[src/rtl/core/spq_pkg.sv]
// Shared types, constants and helper functions for the sorted priority queue.
`timescale 1ns / 1ps
`default_nettype none

package spq_pkg;

  // Sizing of the queue and of the stored fields.
  localparam int CAPACITY     = 16;
  localparam int KEY_BITS     = 20;
  localparam int PAYLOAD_BITS = 32;
  localparam int CNT_BITS     = $clog2(CAPACITY + 1);

  // Operation codes carried in the func field.
  localparam logic FUNC_ENQ = 1'b0;
  localparam logic FUNC_DEQ = 1'b1;

  // Key selection codes.
  localparam logic KEY_EXPIRE  = 1'b0;
  localparam logic KEY_DELIVER = 1'b1;

  // Result status codes.
  typedef enum logic [1:0] {
    ST_OK    = 2'd0,
    ST_FULL  = 2'd1,
    ST_EMPTY = 2'd2
  } status_t;

  // One stored entry.
  typedef struct packed {
    logic [PAYLOAD_BITS-1:0] payload;
    logic [KEY_BITS-1:0]     expire;
    logic [KEY_BITS-1:0]     deliver;
  } entry_t;

  // Control broadcast to every cell of the row.
  typedef struct packed {
    logic enq;
    logic deq;
    logic key_select;
  } spq_ctrl_t;

  // Returns the key that currently orders the queue.
  function automatic logic [KEY_BITS-1:0] sel_key(input entry_t e, input logic ks);
    return (ks == KEY_DELIVER) ? e.deliver : e.expire;
  endfunction

endpackage

`default_nettype wire

[src/rtl/core/spq_cell.sv]
// One slot of the sorted queue row: holds an entry and shifts with its neighbours.
`timescale 1ns / 1ps
`default_nettype none

module spq_cell
  import spq_pkg::*;
(
  input  wire logic      clk,
  input  wire spq_ctrl_t ctrl,
  input  wire entry_t    new_entry,
  input  wire entry_t    left_entry,
  input  wire entry_t    right_entry,
  input  wire logic      occupied,
  input  wire logic      left_after,
  input  wire logic      right_after,
  output logic           after,
  output entry_t         entry,
  output entry_t         entry_next
);

  logic greater;

  // The new word may pass this slot when it is empty or holds a strictly larger key.
  assign greater = !occupied ||
                   (sel_key(new_entry, ctrl.key_select) < sel_key(entry, ctrl.key_select));

  // True when the new word lands at or before this slot: every slot from here on passes.
  assign after = greater && right_after;

  // On insert, slots behind the insertion point take their left neighbour, the
  // insertion slot takes the new word; on removal every slot takes its right neighbour.
  always_comb begin
    entry_next = entry;
    if (ctrl.enq) begin
      if (left_after) begin
        entry_next = left_entry;
      end else if (after) begin
        entry_next = new_entry;
      end
    end else if (ctrl.deq) begin
      entry_next = right_entry;
    end
  end

  always_ff @(posedge clk) begin
    entry <= entry_next;
  end

endmodule

`default_nettype wire

[config.mk]
export PLATFORM = sky130hd
export DESIGN_NAME = spq_cell
export DESIGN_NICKNAME = d
export VERILOG_FILES = /design/src/rtl/core/spq_pkg.sv /design/src/rtl/core/spq_cell.sv
export SDC_FILE = /design/constraint.sdc
export NUM_CORES = 1
export LEC_CHECK = 0
export BUFFER_PORTS_ARGS = -buffer_cell sky130_fd_sc_hd__buf_2
export CAP_MARGIN = 20
export CELL_PAD_IN_SITES_DETAIL_PLACEMENT = 1
export CELL_PAD_IN_SITES_GLOBAL_PLACEMENT = 1
export CORE_UTILIZATION = 27
export DETAILED_ROUTE_END_ITERATION = 10
export MAX_ROUTING_LAYER = met4
export PLACE_DENSITY_LB_ADDON = 0.1
export SLEW_MARGIN = 25
export SYNTH_ARGS = -nofsm -noshare
export SYNTH_HDL_FRONTEND = slang
export SYNTH_SLANG_ARGS = --single-unit
[constraint.sdc]
create_clock -name clk -period 4.91 [get_ports clk]
set_input_delay 0.982 -clock clk [delete_from_list [all_inputs] [get_ports clk]]
set_output_delay 0.982 -clock clk [all_outputs]
set_load 0.01 [all_outputs]
Word-level counts from Yosys, hierarchy flattened --
Cells that the tools add are included.
Operators by class: order comparisons 1, mux-type cells 6, reductions and logical operators 3
Operator list (count):
- 72-bit 2-to-1 mux | 4
- 20-bit 2-to-1 mux | 2
- 20-bit < comparator | 1
- 1-bit logical AND | 1
- 1-bit zero test | 1
- 1-bit logical OR | 1
Storage, ports and cells: bits in registers 72, word-level logic and storage cells 13

Logic depth before layout (Yosys ltp) --
Gate-level depths: netlist of the first run.
depth in word-level cells 7, mapped depth 13, depth with buffers taken out 9

Worst setup path after synthesis of the first run --
No wires, ideal clock.
kind input -> output, from in ctrl[0] in the netlist's numbering, to out entry_next[62] in the netlist's numbering, arrival time 3.923 ns, required time 3.928 ns, path slack 0.005 ns, stages on the path 13, buffers on the path 4, path through buf_1 > clkbuf_1 > mux2_1 > ha_1 > nand4_1 > nor3_1 > nand4_1 > o211ai_1 > o22ai_2 > buf_12 > buf_12 > mux2i_1 > a31oi_1
RTL lines:
- start, declared | line spq_cell.sv:9 | input wire spq_ctrl_t ctrl,
- end, declared | line spq_cell.sv:18 | output entry_t entry_next

==> impl_metrics.json, run 1 <==
{
  "synth_cells": 577,
  "finalPower_mw": 2.63,
  "finalHoldViolCount": 0,
  "rrSetupSlack_ns": 2.09,
  "viasPerCell": 5.03,
  "vias": 6121,
  "gr-usage-all-layers_pct": 21.4,
  "setup_viol": 0,
  "path_delay_family": "compound AO/OA/AOI/OAI gates",
  "crit_path_end_kind": "output port",
  "cts_max_path_buffers": 2,
  "die_h_um": 145,
  "leakage_nw": 3.93,
  "critPathKind": "in2out",
  "critPathMaxFanout": 20,
  "fmax_mhz": 210,
  "drt_wl_total_mm": 23.7,
  "io_pins": 368,
  "portBuffers": 367,
  "max_stage_delay_ns": 0.34,
  "synth_area_um2": 5500,
  "clk_pin_slew_ns": 0.06,
  "peakVddDrop_uv": 163,
  "period_share_pct": 96.9,
  "final_nets": 1184,
  "dr.pass1.iters": 4,
  "syn_avg_cell_area_um2": 9.53,
  "dieArea_um2": 20900,
  "power_density_nw_per_um2": 316,
  "worstPathRequired_ns": 3.93,
  "finalCriticalPeriod_ns": 4.76,
  "yosys_warnings": 0,
  "gp_congestion": 0.757,
  "slew_headroom_pct": 63.3,
  "cts_tree": "yes",
  "critPathLaunchType": "input port",
  "cts_root_buf": "clkbuf_16",
  "path_cells": "buf_8, buf_12, mux2_2, ha_1, and2_4, a221o_1, a211oi_2, o211ai_1, o22ai_4, buf_12, mux2i_1, a31oi_1, buf_2",
  "worst_pin_slew_ns": 0.550,
  "cts_sinks": 72,
  "clock_latency_ns": 0.35,
  "wl_per_cell_um": 19.4,
  "layout-area-overhead-vs-synth_pct": 51.2,
  "reg_top3": "entry: 72 flops",
  "drive_above_1_share_pct": 47.9,
  "crit_slowest_cell": "mux2_2",
  "drt_iter0_markers": 95,
  "synth_nets": 819,
  "seq_area_frac_synth_pct": 26.2,
  "dp_hpwl_mm": 17.1,
  "largest-register": "entry",
  "mostFrequentLayoutCell": "buf_2",
  "holdWs_ns": 0.571,
  "synth-seq-cells": 72,
  "ant_nets": 0,
  "core_um2": 19700,
  "htreeDepth": 3,
  "maxCapViolations": 0,
  "path_buf_inv": 4,
  "initial_core_util_pct": 27.9,
  "largest_register_ffs": 72,
  "die_x_um": 145,
  "critPathMostFrequentCell": "buf_12",
  "rows": 51,
  "grt_pass1_wl_mm": 33.3,
  "worstPathArrival_ns": 3.78,
  "min_path_type": "reg2reg",
  "grt_max_degree": 145,
  "antenna_found_initial": 4,
  "yosysUniqueCellTypes": 27,
  "final_cell_mix": "buf_2, mux2i_1, mux2_1, nand2b_1, dfxtp_1",
  "grt_remaining_overflow": 0,
  "remaining_drc_errors": 0,
  "grt_pass1_vias": 6153,
  "status": "finished, final reports clean",
  "fin_skew_ns": 0.00794,
  "cts_inserted_buffers": 9,
  "slew_violations": 0
}
[per-layer routing]
layer,global-route usage (%),routed length [µm],vias up
met5,-,0,-
met4,6.54,376,0
met3,5.56,1530,23
met2,37.7,11900,211
met1,23.6,9850,2906
li1,-,-,2981
[area by class of cell]
class                   count  area, µm²
fillers                  2402      11400
multi-input cells         452       3840
repair buffers            404       2380
flip-flops and latches     72       1440
well taps                 265        332
clock buffers              11        243
clock inverters             5       56.3
diodes                      6       15.0
inverters                   3       11.3
[synth_stat cells, drive strengths merged]
cell	number	share of area, %
nor2	3	0.20
o221ai	2	0.32
inv	2	0.14
and2	1	0.11
nor2b	5	0.57
a211oi	1	0.23
o21ai	4	0.36
nand2b	72	8.2
a21oi	8	0.73
buf	13	3.3
clkbuf	37	2.5
clkinv	1	0.068
mux2	90	18
o211ai	1	0.14
mux2i	92	17
a221o	1	0.18
dfxtp	72	26
ha	19	4.3
nand2	5	0.34
o22ai	72	8.3
a31oi	71	8.1
a21o	1	0.14
nor3	1	0.091
nand4	3	0.34
[worst register-to-register path, cell delays in order (launching register included)]
cell and delay, ns:
dfxtp_1 0.35, mux2i_1 0.23, ha_4 0.24, and2_4 0.15, a221o_1 0.32, a211oi_2 0.18
o211ai_1 0.15, o22ai_4 0.26, buf_12 0.15, buf_6 0.18, mux2i_1 0.20, a31oi_1 0.13
buf_4 0.17
[power breakdown]
group / switching, mW / internal [mW] / total [mW]
clock: 0.287 / 0.408 / 0.695
sequential: 0.0925 / 0.688 / 0.781
combinational: 0.590 / 0.560 / 1.15
[worst paths after layout]
kind                                        start                end  cells past startpoint
worst min-delay path            entry[70]$_DFF_P_  entry[70]$_DFF_P_                      2
worst max-delay path                      ctrl[0]     entry_next[25]                     13
worst min register to register  entry[70]$_DFF_P_  entry[70]$_DFF_P_                      2
worst max register to register  entry[11]$_DFF_P_  entry[23]$_DFF_P_                     12
[per-stage QoR]
stage | cell area, µm² | util, % | setup slack (ns) | setup TNS, ns | cells
3_5_place_dp | 7580 | 38.5 | 0.0294 | 0 | 1173
4_1_cts | 7890 | 40.0 | -0.00180 | -0.00180 | 1189
5_1_grt | 8310 | 42.1 | -0.0163 | -0.0315 | 1216
6_report | 8320 | 42.2 | 0.152 | 0 | 1218
2_1_floorplan | 5500 | - | 0.00508 | 0 | 577
3_3_place_gp | 7580 | 38.5 | 0.0664 | 0 | 1173
[kinds of logic (layout without fill, tap and decap cells)]
logic type	Yosys count	after routing	synth area share, %
AOI/OAI and AO/OA	161	161	18.5
adders and majority gates	19	19	4.32
buffers and inverters	53	423	5.98
DFF	72	72	26.2
muxes	182	182	35.2
other	0	6	0
and+or+nand+nor	90	90	9.85
[repair_timing]
item / in CTS / in global routing
setup buffers: 0 / 15
gates resized for setup: 1 / 21
cloned: 0 / 8
setup endpoints to repair: 1 / 72
pin swaps: 0 / 12
hold buffers: 0 / 0
hold endpoints to repair: 0 / 0
(Power assumes the default switching activity.)
==> run 2, diff against run 1 <==
Clock period 4.91 ns to 4.1 ns, I/O delays scaled along.
==> run 2 against run 1 <==
- the run now ends with setup timing left
- worst setup slack got worse by 0.48 ns
- sequential cell count unchanged
- global-route usage increased by 2.5 points
- count of clock-buffer cells in the layout decreased by 1
- cell count increased by 0.41%
- critical path type unchanged
- largest cell class unchanged
==> impl_metrics.json, run 2 (synthesized netlist as in run 1, its figures left out) <==
{
  "status": "finished, violations left",
  "violations": "setup timing",
  "finalPower_mw": 3.54,
  "clockPowerShare_pct": 26.0,
  "rrSetupSlack_ns": 1.24,
  "critPathKind": "in2out",
  "cts_hold_buffers": 0,
  "htreeDepth": 3,
  "nFillCells": 2331,
  "worstPathRequired_ns": 3.28,
  "comb_power_share_pct": 46.9,
  "cts_sinks": 72,
  "hold-path-cell-count": 2,
  "portBuffers": 367,
  "hp-start": "entry[71]$_DFF_P_",
  "clk_pin_slew_ns": 0.07,
  "seq_area_um2": 1440,
  "top_layer": "met4",
  "cts_tree": "yes",
  "slew_headroom_pct": 59.8,
  "drt_iter0_markers": 182,
  "period_share_pct": 108,
  "finalCriticalPeriod_ns": 4.43,
  "dieArea_um2": 20900,
  "final_nets": 1188,
  "die_x_um": 145,
  "grt_pass1_vias": 6707,
  "place_ws_ns": -0.530,
  "worst_pin_slew_ns": 0.602,
  "largest_register_ffs": 72,
  "reg_top3": "entry: 72 flops",
  "grt_remaining_overflow": 0,
  "critPathLaunchType": "input port",
  "multi_input_area_um2": 4630,
  "initial_core_util_pct": 27.9,
  "remaining_drc_errors": 0,
  "rr_worst_depth": 12,
  "worstReg2RegEnd": "entry[47]$_DFF_P_",
  "route.met3.wl_mm": 1.56,
  "vias": 6359,
  "slew_violations": 0,
  "gr-usage-all-layers_pct": 23.9,
  "rows": 51,
  "wl_met1_mm": 10.5,
  "worstPathArrival_ns": 3.61,
  "dr.pass1.iters": 4,
  "drive_above_1_share_pct": 60.5,
  "ant_nets": 0,
  "leakage_nw": 4.00,
  "fmax_mhz": 226,
  "setup_viol": 72,
  "cts_root_buf": "clkbuf_16",
  "internal_power_mw": 2.20,
  "utilization_pct": 46.7,
  "wl_per_cell_um": 21.2,
  "grt_pass1_wl_mm": 36.7,
  "grt_setup_unrepaired": "yes",
  "power_frac_seq_pct": 27.1,
  "setup_ws_ns": -0.326,
  "min_to": "entry[71]$_DFF_P_",
  "viasPerCell": 5.20,
  "maxCapViolations": 0,
  "mostFrequentLayoutCell": "buf_2",
  "critPathMaxFanout": 8,
  "switchingPower_mw": 1.33,
  "layout-area-overhead-vs-synth_pct": 67.3,
  "cts_inserted_buffers": 9,
  "largest-register": "entry",
  "dp_hpwl_mm": 18.2,
  "fin_skew_ns": 0.0114,
  "met2_length_mm": 13.3,
  "min_path_type": "reg2reg",
  "power_density_nw_per_um2": 385,
  "finalSetupTns_ns": -18.97,
  "core_um2": 19700,
  "final_cell_mix": "buf_2, nand2b_1, dfxtp_1",
  "antenna_found_initial": 6,
  "grt_max_degree": 145,
  "gp_congestion": 0.792,
  "crit_path_end_kind": "output port",
  "switching_share_pct": 37.7,
  "worstReg2RegStart": "entry[11]$_DFF_P_",
  "drt_wl_total_mm": 26.0,
  "cts_max_path_buffers": 2,
  "finalHoldViolCount": 0,
  "clock_latency_ns": 0.35,
  "io_pins": 368,
  "die_h_um": 145,
  "peakVddDrop_uv": 200
}
[run 2: layout make-up]
class / count / share of cell area, %
timing repair buffer: 408 / 26.5
sequential: 72 / 15.7
tap: 265 / 3.60
multi-input combinational: 452 / 50.3
antenna: 7 / 0.190
clock inverter: 6 / 0.979
inverter: 3 / 0.136
clock buffer: 10 / 2.60
[run 2: power groups by stage]
stage,registers (mW),clock network (mW),logic [mW]
finish,0.959,0.921,1.66
global route,0.978,0.966,1.79
CTS,0.946,0.937,1.55
detailed placement,0.953,0,1.38
global placement,0.946,0,1.34
floorplan,0.980,0,0.829
[run 2: worst max path at each step]
| stage | startpoint | endpoint | slack, ns | cells past startpoint |
|---|---|---|---|---|
| finish | ctrl[0] | entry_next[53] | -0.33 | 15 |
| detailed placement | ctrl[0] | entry_next[58] | -0.53 | 14 |
| CTS | ctrl[0] | entry_next[18] | -0.42 | 18 |
| floorplan | ctrl[0] | entry_next[62] | 0.01 | 13 |
| global placement | ctrl[0] | entry_next[58] | -0.41 | 14 |
| global route | ctrl[0] | entry_next[53] | -0.42 | 15 |
[run 2: stage by stage]
stage	area [µm²]	hold slack (ns)	cells
6_report	9200	0.608	1223
5_1_grt	9200	0.651	1222
4_1_cts	8830	0.618	1213
3_5_place_dp	8010	0.608	1173
3_3_place_gp	8010	0.586	1173
2_1_floorplan	5960	0.647	577
[run 2: worst max-delay path, cell delays in order]
cell      delay, ns
buf_12         0.11
buf_12         0.13
buf_6          0.14
mux2_2         0.37
ha_4           0.27
nand2b_1       0.05
o221ai_1       0.27
a21oi_2        0.10
o211ai_1       0.27
o22ai_4        0.14
buf_12         0.17
buf_16         0.17
mux2i_4        0.19
a31oi_2        0.20
buf_2          0.17
[run 2: routing by layer]
metal  track usage, %  vias up
met3             4.80       37
li1                 -     2992
met2             42.9      247
met5                -        -
met1             25.7     3083
met4             9.75        0
[run 2: timing repair]
| item | in CTS | in global routing |
|---|---|---|
| buffers inserted | 19 | 4 |
| setup endpoints to repair | 73 | 73 |
| gates resized for setup | 49 | 62 |
| gates cloned | 5 | 2 |
| pin swaps | 36 | 26 |
